## src/hw/rtl/klbs_pkg.sv

```systemverilog
// Shared types, constants and table functions for the keyboard LED blink sequencer.
`default_nettype none

package klbs_pkg;

  // Timer and configuration widths
  localparam int TIMER_W     = 16;
  localparam int CFG_DATA_W  = 16;
  localparam int CFG_INDEX_W = 3;
  localparam int STEP_W      = 3;

  localparam logic [31:0] TIMER_MAX32 = 32'hFFFF_FFFF >> (32 - TIMER_W);

  // Queue between front and back
  localparam int QUEUE_DEPTH = 2;
  localparam int QPTR_W      = $clog2(QUEUE_DEPTH);
  localparam int QCNT_W      = $clog2(QUEUE_DEPTH + 1);

  // Register indexes
  localparam logic [CFG_INDEX_W-1:0] REG_ACK_WAIT   = CFG_INDEX_W'(0);
  localparam logic [CFG_INDEX_W-1:0] REG_SETTLE     = CFG_INDEX_W'(1);
  localparam logic [CFG_INDEX_W-1:0] REG_QUIT_CODE  = CFG_INDEX_W'(2);
  localparam logic [CFG_INDEX_W-1:0] REG_BLINK_CODE = CFG_INDEX_W'(3);

  // Register reset values
  localparam logic [15:0] ACK_WAIT_RESET   = 16'd1800;
  localparam logic [15:0] SETTLE_RESET     = 16'd50;
  localparam logic [7:0]  QUIT_CODE_RESET  = 8'h01;
  localparam logic [7:0]  BLINK_CODE_RESET = 8'h26;

  // Opcodes and protocol bytes
  localparam logic OP_TICK = 1'b0;
  localparam logic OP_BYTE = 1'b1;

  localparam logic [7:0] CMD_SET_LEDS = 8'hED;
  localparam logic [7:0] RSP_ACK      = 8'hFA;
  localparam logic [STEP_W-1:0] LAST_STEP = STEP_W'(5);

  typedef enum logic [2:0] {
    PH_IDLE      = 3'd0,
    PH_SEND_CMD  = 3'd1,
    PH_WAIT_ACK  = 3'd2,
    PH_SEND_MASK = 3'd3,
    PH_SETTLE    = 3'd4,
    PH_HOLD      = 3'd5
  } phase_t;

  typedef struct packed {
    logic       opcode;
    logic [7:0] rx_byte;
    logic       ctrl_busy;
  } klbs_in_t;

  typedef struct packed {
    logic              send_valid;
    logic [7:0]        send_byte;
    logic              quit_flag;
    logic              blink_active;
    logic [STEP_W-1:0] pattern_step;
    logic              ack_timeout;
  } klbs_out_t;

  // Classified beat handed from front to back
  typedef struct packed {
    logic is_byte;
    logic is_quit;
    logic is_blink;
    logic is_ack;
    logic busy;
  } klbs_item_t;

  typedef struct packed {
    logic [CFG_DATA_W-1:0] ack_wait_ticks;
    logic [CFG_DATA_W-1:0] settle_ticks;
  } klbs_cfg_t;

  function automatic logic [TIMER_W-1:0] timer_load(input logic [15:0] v);
    logic [31:0] wide;
    wide = 32'(v);
    if (wide > TIMER_MAX32) begin
      return TIMER_MAX32[TIMER_W-1:0];
    end
    return wide[TIMER_W-1:0];
  endfunction

  function automatic logic [7:0] step_mask(input logic [STEP_W-1:0] idx);
    logic [7:0] m;
    unique case (idx)
      3'd0:    m = 8'h02;
      3'd1:    m = 8'h04;
      3'd2:    m = 8'h06;
      3'd3:    m = 8'h00;
      3'd4:    m = 8'h06;
      default: m = 8'h00;
    endcase
    return m;
  endfunction

  function automatic logic [15:0] step_hold(input logic [STEP_W-1:0] idx);
    logic [15:0] h;
    unique case (idx)
      3'd0:    h = 16'd150;
      3'd1:    h = 16'd150;
      3'd2:    h = 16'd200;
      3'd3:    h = 16'd50;
      3'd4:    h = 16'd100;
      default: h = 16'd0;
    endcase
    return h;
  endfunction

endpackage

`default_nettype wire

```

## src/hw/rtl/klbs_front.sv

```systemverilog
// Front end: configuration registers and classification of incoming beats.
`default_nettype none

module klbs_front (
  input  wire                              clk,
  input  wire                              rst,
  input  wire                              cfg_we,
  input  wire [klbs_pkg::CFG_INDEX_W-1:0]  cfg_index,
  input  wire [klbs_pkg::CFG_DATA_W-1:0]   cfg_wdata,
  input  klbs_pkg::klbs_in_t               in_data,
  output klbs_pkg::klbs_item_t             item,
  output klbs_pkg::klbs_cfg_t              cfg
);
  import klbs_pkg::*;

  logic [15:0] ack_wait_ticks;
  logic [15:0] settle_ticks;
  logic [7:0]  quit_scancode;
  logic [7:0]  blink_scancode;

  always_ff @(posedge clk) begin
    if (rst) begin
      ack_wait_ticks <= ACK_WAIT_RESET;
      settle_ticks   <= SETTLE_RESET;
      quit_scancode  <= QUIT_CODE_RESET;
      blink_scancode <= BLINK_CODE_RESET;
    end else if (cfg_we) begin
      unique case (cfg_index)
        REG_ACK_WAIT:   ack_wait_ticks <= cfg_wdata[15:0];
        REG_SETTLE:     settle_ticks   <= cfg_wdata[15:0];
        REG_QUIT_CODE:  quit_scancode  <= cfg_wdata[7:0];
        REG_BLINK_CODE: blink_scancode <= cfg_wdata[7:0];
        default: ;
      endcase
    end
  end

  logic is_byte;
  assign is_byte = (in_data.opcode == OP_BYTE);

  always_comb begin
    item.is_byte  = is_byte;
    item.is_quit  = is_byte && (in_data.rx_byte == quit_scancode);
    item.is_blink = is_byte && (in_data.rx_byte == blink_scancode);
    item.is_ack   = is_byte && (in_data.rx_byte == RSP_ACK);
    item.busy     = in_data.ctrl_busy;
  end

  assign cfg.ack_wait_ticks = ack_wait_ticks;
  assign cfg.settle_ticks   = settle_ticks;

endmodule

`default_nettype wire

```

## src/hw/rtl/klbs_queue.sv

```systemverilog
// Short queue of classified beats between front and back.
`default_nettype none

module klbs_queue (
  input  wire                   clk,
  input  wire                   rst,
  input  wire                   push,
  input  klbs_pkg::klbs_item_t  push_item,
  output logic                  full,
  input  wire                   pop,
  output logic                  nonempty,
  output klbs_pkg::klbs_item_t  head
);
  import klbs_pkg::*;

  klbs_item_t          slots [QUEUE_DEPTH];
  logic [QPTR_W-1:0]   wr_ptr;
  logic [QPTR_W-1:0]   rd_ptr;
  logic [QCNT_W-1:0]   count;

  logic do_push;
  logic do_pop;

  assign full     = (count == QCNT_W'(QUEUE_DEPTH));
  assign nonempty = (count != '0);
  assign do_push  = push && !full;
  assign do_pop   = pop && nonempty;
  assign head     = slots[rd_ptr];

  always_ff @(posedge clk) begin
    if (do_push) begin
      slots[wr_ptr] <= push_item;
    end
  end

  always_ff @(posedge clk) begin
    if (rst) begin
      wr_ptr <= '0;
      rd_ptr <= '0;
      count  <= '0;
    end else begin
      if (do_push) begin
        wr_ptr <= (wr_ptr == QPTR_W'(QUEUE_DEPTH - 1)) ? '0 : wr_ptr + QPTR_W'(1);
      end
      if (do_pop) begin
        rd_ptr <= (rd_ptr == QPTR_W'(QUEUE_DEPTH - 1)) ? '0 : rd_ptr + QPTR_W'(1);
      end
      if (do_push && !do_pop) begin
        count <= count + QCNT_W'(1);
      end else if (do_pop && !do_push) begin
        count <= count - QCNT_W'(1);
      end
    end
  end

endmodule

`default_nettype wire

```

## src/hw/rtl/klbs_back.sv

```systemverilog
// Back end: LED exchange sequencer and registered result beat.
`default_nettype none

module klbs_back (
  input  wire                   clk,
  input  wire                   rst,
  input  wire                   item_valid,
  input  klbs_pkg::klbs_item_t  item,
  output logic                  item_ready,
  input  klbs_pkg::klbs_cfg_t   cfg,
  output logic                  out_valid,
  input  wire                   out_ready,
  output klbs_pkg::klbs_out_t   out_data
);
  import klbs_pkg::*;

  phase_t               phase;
  phase_t               phase_next;
  logic [STEP_W-1:0]    step_index;
  logic [STEP_W-1:0]    step_index_next;
  logic [TIMER_W-1:0]   wait_timer;
  logic [TIMER_W-1:0]   wait_timer_next;
  logic                 quit_latched;
  logic                 quit_latched_next;
  logic                 blink_running;
  logic                 blink_running_next;
  klbs_out_t            result;
  logic                 take;

  // Take a beat whenever the result register is free or being drained
  assign item_ready = !out_valid || out_ready;
  assign take       = item_valid && item_ready;

  always_ff @(posedge clk) begin
    if (rst) begin
      phase         <= PH_IDLE;
      step_index    <= '0;
      wait_timer    <= '0;
      quit_latched  <= 1'b0;
      blink_running <= 1'b0;
      out_valid     <= 1'b0;
    end else begin
      if (take) begin
        phase         <= phase_next;
        step_index    <= step_index_next;
        wait_timer    <= wait_timer_next;
        quit_latched  <= quit_latched_next;
        blink_running <= blink_running_next;
      end
      if (item_ready) begin
        out_valid <= item_valid;
      end
    end
  end

  always_ff @(posedge clk) begin
    if (take) begin
      out_data <= result;
    end
  end

  always_comb begin
    logic [STEP_W-1:0] idx;
    logic              expired;
    logic              send;
    logic [7:0]        sbyte;
    logic              timeout;

    phase_next         = phase;
    step_index_next    = step_index;
    wait_timer_next    = wait_timer;
    quit_latched_next  = quit_latched;
    blink_running_next = blink_running;
    send    = 1'b0;
    sbyte   = 8'h00;
    timeout = 1'b0;
    idx     = (step_index > LAST_STEP) ? LAST_STEP : step_index;
    expired = (wait_timer <= TIMER_W'(1));

    if (item.is_byte) begin
      if (item.is_quit) begin
        quit_latched_next = 1'b1;
      end
      if (item.is_blink && phase == PH_IDLE && !blink_running && !quit_latched_next) begin
        blink_running_next = 1'b1;
        step_index_next    = '0;
        idx                = '0;
        phase_next         = PH_SEND_CMD;
      end else if (phase == PH_WAIT_ACK && item.is_ack) begin
        phase_next = PH_SEND_MASK;
      end
    end else if (phase == PH_WAIT_ACK || phase == PH_SETTLE || phase == PH_HOLD) begin
      priority if (!expired) begin
        wait_timer_next = wait_timer - TIMER_W'(1);
      end else if (phase == PH_WAIT_ACK) begin
        timeout         = 1'b1;
        phase_next      = PH_SETTLE;
        wait_timer_next = timer_load(cfg.settle_ticks);
      end else if (phase == PH_SETTLE) begin
        phase_next      = PH_HOLD;
        wait_timer_next = timer_load(step_hold(idx));
      end else if (idx >= LAST_STEP) begin
        phase_next         = PH_IDLE;
        step_index_next    = '0;
        idx                = '0;
        wait_timer_next    = '0;
        blink_running_next = 1'b0;
      end else begin
        step_index_next = idx + STEP_W'(1);
        idx             = idx + STEP_W'(1);
        phase_next      = PH_SEND_CMD;
      end
    end

    // Try a send last so a phase entered by this beat can send at once
    if (!item.busy) begin
      if (phase_next == PH_SEND_CMD) begin
        send            = 1'b1;
        sbyte           = CMD_SET_LEDS;
        phase_next      = PH_WAIT_ACK;
        wait_timer_next = timer_load(cfg.ack_wait_ticks);
      end else if (phase_next == PH_SEND_MASK) begin
        send            = 1'b1;
        sbyte           = step_mask(idx);
        phase_next      = PH_SETTLE;
        wait_timer_next = timer_load(cfg.settle_ticks);
      end
    end

    result.send_valid   = send;
    result.send_byte    = sbyte;
    result.quit_flag    = quit_latched_next;
    result.blink_active = blink_running_next;
    result.pattern_step = step_index_next;
    result.ack_timeout  = timeout;
  end

endmodule

`default_nettype wire

```

## src/hw/rtl/keyboard_led_blink_sequencer.sv

```systemverilog
// Top level of the keyboard LED blink sequencer.
`default_nettype none

// Host side of the keyboard set-indicators exchange. Each input beat is a 1 ms
// tick (opcode 0) or a received byte (opcode 1) and yields exactly one result
// beat with the byte to send, if any, and the quit, running and step status.
// The front classifies beats against the configured scancodes and pushes them
// into a two-entry queue; the back runs the LED exchange state machine and
// holds the result in an output register. One beat is taken every clock while
// the queue is not full; the rate is set by the back's single state update per
// beat, and a result passes through a queue slot and then the output register.
// Configuration is a plain write port: index 0 ack wait, 1 settle time, 2 quit
// scancode, 3 blink scancode; other indexes are ignored.
module keyboard_led_blink_sequencer (
  input  wire                              clk,
  input  wire                              rst,
  input  wire                              cfg_we,
  input  wire [klbs_pkg::CFG_INDEX_W-1:0]  cfg_index,
  input  wire [klbs_pkg::CFG_DATA_W-1:0]   cfg_wdata,
  input  wire                              in_valid,
  output logic                             in_ready,
  input  klbs_pkg::klbs_in_t               in_data,
  output logic                             out_valid,
  input  wire                              out_ready,
  output klbs_pkg::klbs_out_t              out_data
);
  import klbs_pkg::*;

  klbs_item_t front_item;
  klbs_item_t queue_head;
  klbs_cfg_t  cfg;
  logic       queue_full;
  logic       queue_nonempty;
  logic       back_ready;

  assign in_ready = !queue_full;

  klbs_front u_front (
    .clk       (clk),
    .rst       (rst),
    .cfg_we    (cfg_we),
    .cfg_index (cfg_index),
    .cfg_wdata (cfg_wdata),
    .in_data   (in_data),
    .item      (front_item),
    .cfg       (cfg)
  );

  klbs_queue u_queue (
    .clk       (clk),
    .rst       (rst),
    .push      (in_valid),
    .push_item (front_item),
    .full      (queue_full),
    .pop       (back_ready),
    .nonempty  (queue_nonempty),
    .head      (queue_head)
  );

  klbs_back u_back (
    .clk        (clk),
    .rst        (rst),
    .item_valid (queue_nonempty),
    .item       (queue_head),
    .item_ready (back_ready),
    .cfg        (cfg),
    .out_valid  (out_valid),
    .out_ready  (out_ready),
    .out_data   (out_data)
  );

  // Idle beats send nothing
  a_idle_byte_zero: assert property (@(posedge clk) disable iff (rst)
    out_valid && !out_data.send_valid |-> out_data.send_byte == 8'h00)
    else $error("send_byte nonzero without a send");

  a_step_range: assert property (@(posedge clk) disable iff (rst)
    out_valid |-> out_data.pattern_step <= LAST_STEP)
    else $error("pattern_step beyond last step");

  a_idle_step_zero: assert property (@(posedge clk) disable iff (rst)
    out_valid && !out_data.blink_active |-> out_data.pattern_step == '0)
    else $error("pattern_step nonzero while not running");

  a_timeout_no_send: assert property (@(posedge clk) disable iff (rst)
    out_valid && out_data.ack_timeout |-> !out_data.send_valid && out_data.blink_active)
    else $error("ack timeout with a send or outside a pattern");

endmodule

`default_nettype wire

```

## config.mk

```make
export PLATFORM = sky130hd
export DESIGN_NAME = keyboard_led_blink_sequencer
export DESIGN_NICKNAME = d
export VERILOG_FILES = /design/src/hw/rtl/klbs_pkg.sv /design/src/hw/rtl/klbs_front.sv /design/src/hw/rtl/klbs_queue.sv /design/src/hw/rtl/klbs_back.sv /design/src/hw/rtl/keyboard_led_blink_sequencer.sv
export SDC_FILE = /design/constraint.sdc
export NUM_CORES = 1
export LEC_CHECK = 0
export ABC_AREA = 0
export BUFFER_PORTS_ARGS = -buffer_cell sky130_fd_sc_hd__buf_2
export CAP_MARGIN = 10
export CORE_MARGIN = 2
export CORE_UTILIZATION = 28
export DETAILED_ROUTE_END_ITERATION = 10
export SLEW_MARGIN = 20
export SYNTH_ARGS = -nofsm -noshare
export SYNTH_HDL_FRONTEND = slang
export SYNTH_SLANG_ARGS = --single-unit
export TNS_END_PERCENT = 100
```

## constraint.sdc

```tcl
create_clock -name clk -period 3.5 [get_ports clk]
set_clock_uncertainty 0.1 [all_clocks]
set_input_delay 0 -clock clk [delete_from_list [all_inputs] [get_ports clk]]
set_output_delay 0 -clock clk [all_outputs]
set_load 0.1 [all_outputs]
```

## Yosys cells after proc, flatten, opt, wreduce, memory -nomap -nowiden

Memory sizes are Yosys's and may differ from the RTL's. A register that Yosys moved wholly into a read port is not among the register bits.
Cells that the tools add are included.

- Bitwise gates (word level): 3
- Equal/unequal tests: 19
- Muxes and demuxes: 59
- Reductions and logical operators: 34
- Magnitude comparators: 3
- Add/subtract/negate cells: 6

Operator list:

| cell | count |
|---|---|
| $mux 16 | 9 |
| $mux 3 | 24 |
| $pmux 8 s4 | 1 |
| $eq 3x2->1 const B | 7 |
| $mux 1 | 20 |
| $eq 8x8->1 | 2 |
| $le 16x1->1 const B | 1 |
| $mux 8 | 2 |
| $sub 16x1->16 const B | 1 |
| $eq 3x1->1 const B | 4 |
| $eq 3x3->1 const B | 4 |
| $logic_not 3->1 | 4 |
| $logic_and 1x1->1 | 11 |
| $pmux 3 s3 | 1 |
| $eq 8x8->1 const B | 1 |
| $reduce_and 2->1 | 4 |
| $logic_not 1->1 | 6 |
| $reduce_or 3->1 | 2 |
| $mux 2 | 2 |
| $reduce_bool 2->1 | 2 |
| $reduce_or 2->1 | 2 |
| $add 3x1->3 const B | 1 |
| $ge 3x3->1 const B | 1 |
| $gt 3x3->1 const B | 1 |
| other kinds (6) | 11 |

- Flip-flop bits (word level): 92
- Output and inout bits: 17
- Memories: 1
- Input bits: 34
- Memory bits (writable): 10

Memories:

| name | words | width | rd ports | clocked after Yosys merged registers in | write ports | RTL line | source |
|---|---|---|---|---|---|---|---|
| u_queue.slots | 2 | 5 | 1 | 1 | 1 | klbs_queue.sv:16 | `klbs_item_t slots [QUEUE_DEPTH];` |

## Depth between registers and ports, before layout

Gate-level depths: netlist (run 1).

- Depth after elaboration: 14
- Gate-level depth with buffers: 13
- Depth with buffers taken out: 12

## Modules after synthesis

Synthesis (run 1) repeated with hierarchy kept, for this count alone.

- Cells, all modules: 667
- Area, all modules: 5467.7 um^2

Modules (own cells, without submodules):

| module | area an instance (um^2) | cells an instance | seq. area each (um^2) | times used |
|---|---|---|---|---|
| klbs_back | 2920.3 | 390 | 800.8 | 1 |
| klbs_front | 1966.9 | 236 | 960.9 | 1 |
| klbs_queue | 576.8 | 40 | 400.4 | 1 |
| keyboard_led_blink_sequencer | 3.8 | 1 | 0.0 | 1 |

## Worst setup path before layout (run 1)

Ideal clock, no wire load.

- Path type: register to register
- Start: register u_back.step_index[2]
- End: register u_back.wait_timer[9]
- Clock period less this slack: 2862 ps
- Cell stages (with the launch flop): 14
- Setup slack: 638 ps
- Data required time: 3333 ps
- Arrival: 2695 ps
- Path through: dfxtp_1 -> clkbuf_1 -> a21oi_1 -> inv_1 -> ha_1 -> o31ai_1 -> nand3_1 -> a21o_1 -> a211o_4 -> clkinv_4 -> buf_6 -> a21oi_2 -> a211o_1 -> a21oi_2

- Cells in the longest elaborated chain, start to end: 13
- Elaborated cells between the ends (all ways): 20
- Classes of those cells: 2 x order compare; 2 x eq/ne; 16 x mux

Ends and longest elaborated chain:

| element | RTL line | source |
|---|---|---|
| start, declared | klbs_back.sv:19 | `logic [STEP_W-1:0] step_index;` |
| start signal, assigned | klbs_back.sv:45 | `step_index <= step_index_next;` |
| $gt 3x3->1 | klbs_back.sv:77 | `idx = (step_index > LAST_STEP) ? LAST_STEP : step_index;` |
| $mux 3 * | klbs_back.sv:77 |  |
| $ge 3x3->1 * | klbs_back.sv:102 | `end else if (idx >= LAST_STEP) begin` |
| $mux 1 | klbs_back.sv:102 |  |
| $mux 3 | klbs_back.sv:99 | `end else if (phase == PH_SETTLE) begin` |
| $mux 3 | klbs_back.sv:95 | `end else if (phase == PH_WAIT_ACK) begin` |
| $mux 3 | klbs_back.sv:93 | `priority if (!expired) begin` |
| $mux 3 | klbs_back.sv:92 | `end else if (phase == PH_WAIT_ACK \|\| phase == PH_SETTLE \|\| phase == PH_HOLD) begin` |
| $mux 3 | klbs_back.sv:80 | `if (item.is_byte) begin` |
| $eq 3x2->1 | klbs_back.sv:122 | `end else if (phase_next == PH_SEND_MASK) begin` |
| $mux 16 | klbs_back.sv:122 |  |
| $mux 16 | klbs_back.sv:117 | `if (phase_next == PH_SEND_CMD) begin` |
| $mux 16 * | klbs_back.sv:116 | `if (!item.busy) begin` |
| end signal, assigned | klbs_back.sv:46 | `wait_timer <= wait_timer_next;` |
| end, declared | klbs_back.sv:21 | `logic [TIMER_W-1:0] wait_timer;` |

Every way passes the cells marked *; elsewhere a longest branch is shown, timed or not.
A chain may end at the register's enable or synchronous reset.

## Worst setup path in the final report (run 1)

- Start: register u_back.wait_timer[8]
- End: register u_back.wait_timer[7]

- Cells in the longest elaborated chain, start to end: 8
- Elaborated cells between the ends (all ways): 12
- Classes of those cells: 1 x order compare; 2 x eq/ne; 9 x mux

Ends and longest elaborated chain:

| element | RTL line | source |
|---|---|---|
| $le 16x1->1 * | klbs_back.sv:78 | `expired = (wait_timer <= TIMER_W'(1));` |
| $mux 3 | klbs_back.sv:93 |  |
| $mux 3 | klbs_back.sv:92 |  |
| $mux 3 | klbs_back.sv:80 |  |
| $eq 3x2->1 | klbs_back.sv:122 |  |
| $mux 16 | klbs_back.sv:122 |  |
| $mux 16 | klbs_back.sv:117 |  |
| $mux 16 * | klbs_back.sv:116 |  |

Marked as above.

==> reports/summary.txt, run 1 <==
outcome - completed
Seq pwr share - 28.9%
Yosys top cell by area - dfxtp_1
vias in the first global route - 4666
first drt pass iteration count - 5
Synth warnings - 0
worst skew pair latency - 350 ps
DP Area - 5750 sq um
kind of critical path - register to register
initial cell density of the core - 28.4%
sw power - 2.44 mW
Worst Setup Start Kind - register
CP arrival - 3200 ps
main flop type after synthesis - dfxtp_1
cell area after layout - 6280 sq um
flops & latches, synth - 98
area of the multi-input gates - 2870 sq um
vias per cell - 5.24
IO buf count - 49
clock share of power - 20.3%
row count - 50
Worst Setup SP - u_back.wait_timer[8]$_SDFFE_PP0P_
RSZ-0062 raised after global routing - no
initial drt markers - 495
top-count cell post-synth - nand2_1
Core Box Area - 18600 sq um
Max-cap violations - 0
DRC - 0
hpwl dp - 10900 um
critical path endpoint category - register
Synth area leaders - dfxtp_1 (30%), edfxtp_1 (11%), nand2_1 (9.7%), a21oi_1 (5.6%), nand3_1 (3.5%)
post-synth cell types - 64
global route total overflow - 0
leak pwr - 2.37 nW
diode count - 0
DIE WIDTH - 141 um
total track usage - 15.5%
fin nets - 749
largest net degree at the start of global routing - 34
Slew @ Worst Pin - 993 ps
Final Critical Period - 3010 ps
clk buf depth - 2
number of flops mapped to enable cells by yosys - 20
setup_tns - 0 ps
syn_area_per_cell - 8.09 sq um
wire per inst - 16.2 um
Area Growth Syn to Fin - 18.8%
# setup viols final - 0
Post-DRT Antenna Nets - 0
layout cells sized above 1 - 14.5%
required time worst endpoint - 3690 ps
Post-Synthesis Cells - 654
Seq/Total Area, Yosys - 40.9%
initial antenna violation count - 0
Filler cells - 1983
Vert. Die Dim - 141 um
Reg2Reg Depth - 8
reg2reg setup slack - 490 ps
commonest cells in the netlist - nand2_1 (137), dfxtp_1 (78), a21oi_1 (59), nor2_1 (39)
Mapped Area - 5290 sq um
Num CTS Buffers - 9
Min-Delay Path Class - input pin to register
crit path to - u_back.wait_timer[7]$_SDFFE_PP0P_
Routability Congestion - 0.902
end of the worst register-to-register path - u_back.wait_timer[7]$_SDFFE_PP0P_
Top Ports - 51
peak fanout along the critical path - 23
TritonCTS clock tree - built
P per Cell Area - 814 nW/um^2
die area - 20000 sq um
Comb pwr share - 50.7%
Via Count - 4958
maximum vdd ir drop - 0.389 mV
first-pass GRT wire length - 24900 um
Yosys top cell area share - 29.5%
sw frac - 47.7%
Net Count, Synth - 696
Root Driver - clkbuf_16
Total Wirelength - 15300 um
Worst R2R Start - u_back.wait_timer[8]$_SDFFE_PP0P_
CTS sink count - 98
Post-synth ARST share - 0%
Final Max Tran Viols - 0
H-Tree Depth - 3
final worst path period share - 86.1%
total internal power - 2.67 mW
Final Hold Fails - 0
FMAX - 332 MHz
Reg area - 2160 sq um
Clock transition at path regs - 70 ps
Slew HR - 33.4%
==> cell type report <==
type	count	share of cell area, %
multi-input cells	498	45.7
well taps	234	4.66
flip-flops and latches	98	34.4
inverters	11	0.737
clock inverters	7	1.33
clock buffers	9	3.58
repair buffers	89	9.56
==> power by group through the flow <==
| stage | combinational (mW) | sequential, mW | clock, mW |
|---|---|---|---|
| after CTS | 2.56 | 1.48 | 1.06 |
| after detailed placement | 2.53 | 1.50 | 0 |
| after global placement | 2.55 | 1.51 | 0 |
| after floorplan | 1.66 | 1.83 | 0 |
| final | 2.59 | 1.48 | 1.04 |
| after global routing | 2.79 | 1.51 | 1.10 |
==> routing by layer <==
| metal | global-route usage (%) | routed length (um) |
|---|---|---|
| met1 | 22.0 | 7290 |
| met2 | 23.8 | 6780 |
| met4 | 5.16 | 198 |
| met3 | 2.70 | 1020 |
| met5 | 0 | 0 |
==> logic make-up (layout without fill, tap and decap cells) <==
group           after synthesis  count (layout)  synth area share (%)
simple gates                276             276                  24.0
compound gates              176             176                  21.5
flops                        98              98                  40.9
buf+inv                      58             116                  5.01
xor+xnor                     22              22                  3.64
mux                          15              15                  2.96
fa+ha+maj                     8               8                  1.89
other cells                   1               1                0.0709
==> registers in the layout (all words and copies together), names as in the netlist, 8 cells and up, named ones only <==
register                flops
u_front.ack_wait_ticks     16
u_back.wait_timer          16
u_back.out_data            10
u_front.blink_scancode      8
u_front.settle_ticks       16
u_queue.slots              10
u_front.quit_scancode       8
==> worst min path at each step <==
stage	startpoint	end	depth (start not counted)	slack (ps)
6_report	rst	u_queue.count[0]$_SDFFE_PP0P_	2	50
3_5_place_dp	in_data[0]	u_queue.slots[1][0]$_DFFE_PP_	1	100
4_1_cts	rst	u_queue.count[0]$_SDFFE_PP0P_	2	50
2_1_floorplan	in_data[0]	u_queue.slots[0][0]$_DFFE_PP_	0	-1
3_3_place_gp	in_data[0]	u_queue.slots[1][0]$_DFFE_PP_	1	100
5_1_grt	rst	u_queue.count[0]$_SDFFE_PP0P_	2	80
==> worst max-delay path: stages (launching register included) <==
cell	delay, ps
dfxtp_1	370
or3_1	490
or3_1	490
o31a_1	360
a211o_4	420
clkinv_4	190
a31oi_1	60
a211o_1	320
a21oi_1	130
==> what timing repair did <==
action,4_1_cts,5_1_grt
endpoints found under the hold margin,60,0
hold buffers,22,0
resized for setup,0,0
buffers inserted,0,0
==> layout by cell type, fill, tap and decap left out, types with 18 or more instances in the layout <==
master         instances
edfxtp_1              20
buf_2                 49
dfxtp_1               78
dlygate4sd3_1         22
nand2_1              137
o21ai_0               35
nand3_1               37
buf_4                 18
a21oi_1               59
nor2_1                39
==> through the flow <==
step                      instances  utilization, %  worst slack [ps]  power (mW)  hold slack [ps]
after floorplan                 654               -               638        3.49            -1.13
after global placement          908            30.9               588        4.05             95.6
after detailed placement        908            30.9               541        4.04             96.2
after CTS                       946            33.7               511        5.10             53.1
after global routing            946            33.7               250        5.40             82.7
final                           946            33.7               486        5.11             53.2
Power figures use the tool's default switching activity.
==> run 2: changes to the inputs <==
Settings changed: REMOVE_ABC_BUFFERS set to 1.
==> run 2 against run 1 <==
Against the previous run: via count shrank 1.0%; count of clock-buffer cells in the layout is the same; final area about the same; worst hold slack got worse by 45 ps; sequential power barely moved; clock power barely moved; fmax shrank 4.9%; global-route usage is 0.27 points lower; die area unchanged; wire length shrank 1.0%; final cell count is 0.32% lower.
==> reports/summary.txt, run 2 (synthesis gave the netlist of run 1 again) <==
outcome - completed
Hold Buf Count CTS - 22
Routability Congestion - 0.940
fin nets - 746
commonest non-fill, non-tap cell in the layout - nand2_1
Worst Setup Start Kind - register
Top Ports - 51
setup bufs post-CTS - 0
clk buf depth - 2
CTS sink count - 98
final worst path period share - 90.5%
Min-Delay Path Class - input pin to register
most frequent cells in the layout - nand2_1 (137), dfxtp_1 (78), a21oi_1 (59), buf_2 (49), nor2_1 (39)
Num CTS Buffers - 9
Reg2Reg Depth - 10
peak fanout along the critical path - 9
crit-path cells - inv_1 > ha_1 > o211a_1 > nand4_1 > clkinv_1 > nor2_1 > buf_4 > nand2_1 > and3_1 > o41ai_1
largest net degree at the start of global routing - 35
TritonCTS clock tree - built
row count - 50
DRC - 0
Slew HR - 39.9%
worst skew pair latency - 350 ps
hpwl dp - 10600 um
CP delay by family, top - simple AND/OR/NAND/NOR gates
wire per inst - 16.0 um
final setup margin - 332 ps
initial drt markers - 314
leak pwr - 2.37 nW
Core Box Area - 18600 sq um
DIE WIDTH - 141 um
Root Driver - clkbuf_16
layout cells sized above 1 - 14.4%
Clock transition at path regs - 70 ps
worst slack, placed - 398 ps
global route total overflow - 0
diode count - 0
total track usage - 15.2%
first drt pass iteration count - 4
Total Wirelength - 15100 um
CP Depth - 10
Non-Filler Instances - 943
required time worst endpoint - 3650 ps
FMAX - 316 MHz
Core Util, Final - 33.7%
# setup viols final - 0
vias in the first global route - 4593
Final Critical Period - 3170 ps
P per Cell Area - 816 nW/um^2
leading registers by flop count - u_back.wait_timer (16), u_front.ack_wait_ticks (16), u_front.settle_ticks (16)
Filler cells - 1948
Max-cap violations - 0
Hold Crit Depth - 4
slowest CP cell - nor2_1
die area - 20000 sq um
IO buf count - 49
maximum vdd ir drop - 0.303 mV
vias per cell - 5.20
Area Growth Syn to Fin - 18.9%
RSZ-0062 raised after global routing - no
first-pass GRT wire length - 24400 um
Via Count - 4908
Inst Count DP - 905
critical path endpoint category - register
Vert. Die Dim - 141 um
Final Max Tran Viols - 0
DP Area - 5740 sq um
CP arrival - 3320 ps
PostCTS Resize Cnt - 0
Slew @ Worst Pin - 895 ps
H-Tree Depth - 3
initial antenna violation count - 0
cell area after layout - 6290 sq um
kind of critical path - register to register
Critical Path Max Stage Delay - 550 ps
Final Hold Fails - 0
setup_tns - 0 ps
initial cell density of the core - 28.4%
Post-DRT Antenna Nets - 0
CP bufs+invs - 3
==> run 2: changes by cell type in the layout (fill, tap and decap cells not counted) <==
| cell | change |
|---|---|
| buf_4 | -3 |
| clkinv_1 | -1 |
| clkinv_8 | +1 |
| clkinvlp_4 | -1 |
| inv_1 | +1 |
| inv_6 | -1 |
| inv_8 | +1 |
| nor3_1 | -1 |
| nor3_4 | +1 |
| nor4_1 | -1 |
| nor4_2 | +1 |
==> run 2: report_power, final <==
group / total [mW] / switching (mW) / internal, mW
registers: 1.47 / 0.132 / 1.34
logic: 2.59 / 1.84 / 0.758
clock network: 1.07 / 0.489 / 0.578
total: 5.13 / 2.46 / 2.68
==> run 2: tightest hold or removal path, delay by kind of cell <==
kind            cells  cell delay (ps)
compound gates      1               50
buf+inv             1              160
simple gates        2              200
==> run 2: per-layer routing <==
| metal | routed length (um) | up-vias | track usage (%) |
|---|---|---|---|
| met3 | 894 | 21 | 3.41 |
| met4 | 289 | 0 | 4.68 |
| met2 | 6790 | 155 | 24.0 |
| met5 | 0 | - | 0 |
| li1 | - | 2448 | - |
| met1 | 7140 | 2284 | 20.9 |
==> run 2: final cells by class <==
class                   instances  area (sq um)  area share [%]
well taps                     234           293            4.65
repair buffers                 86           578            9.19
multi-input cells             498          2890            46.0
flip-flops and latches         98          2160            34.4
inverters                      11          46.3           0.736
clock inverters                 7          95.1            1.51
clock buffers                   9           225            3.58
==> run 2: final timing paths <==
kind	start	to	slack, ps
worst max-delay path	u_back.wait_timer[0]$_SDFFE_PP0P_	u_back.wait_timer[8]$_SDFFE_PP0P_	330
worst min-delay path	cfg_index[1]	u_front.ack_wait_ticks[4]$_SDFFE_PP0P_	8
worst max register to register	u_back.wait_timer[0]$_SDFFE_PP0P_	u_back.wait_timer[8]$_SDFFE_PP0P_	330
worst min register to register	u_front.ack_wait_ticks[0]$_SDFFE_PP0P_	u_front.ack_wait_ticks[0]$_SDFFE_PP0P_	350
==> run 2: metrics by stage <==
| step | total power [mW] | hold WS [ps] |
|---|---|---|
| 5_1_grt | 5.44 | 27.5 |
| 4_1_cts | 5.13 | 38.0 |
| 3_3_place_gp | 4.06 | 91.0 |
| 3_5_place_dp | 4.04 | 92.0 |
| 2_1_floorplan | 3.36 | -37.6 |
| 6_report | 5.13 | 8.29 |
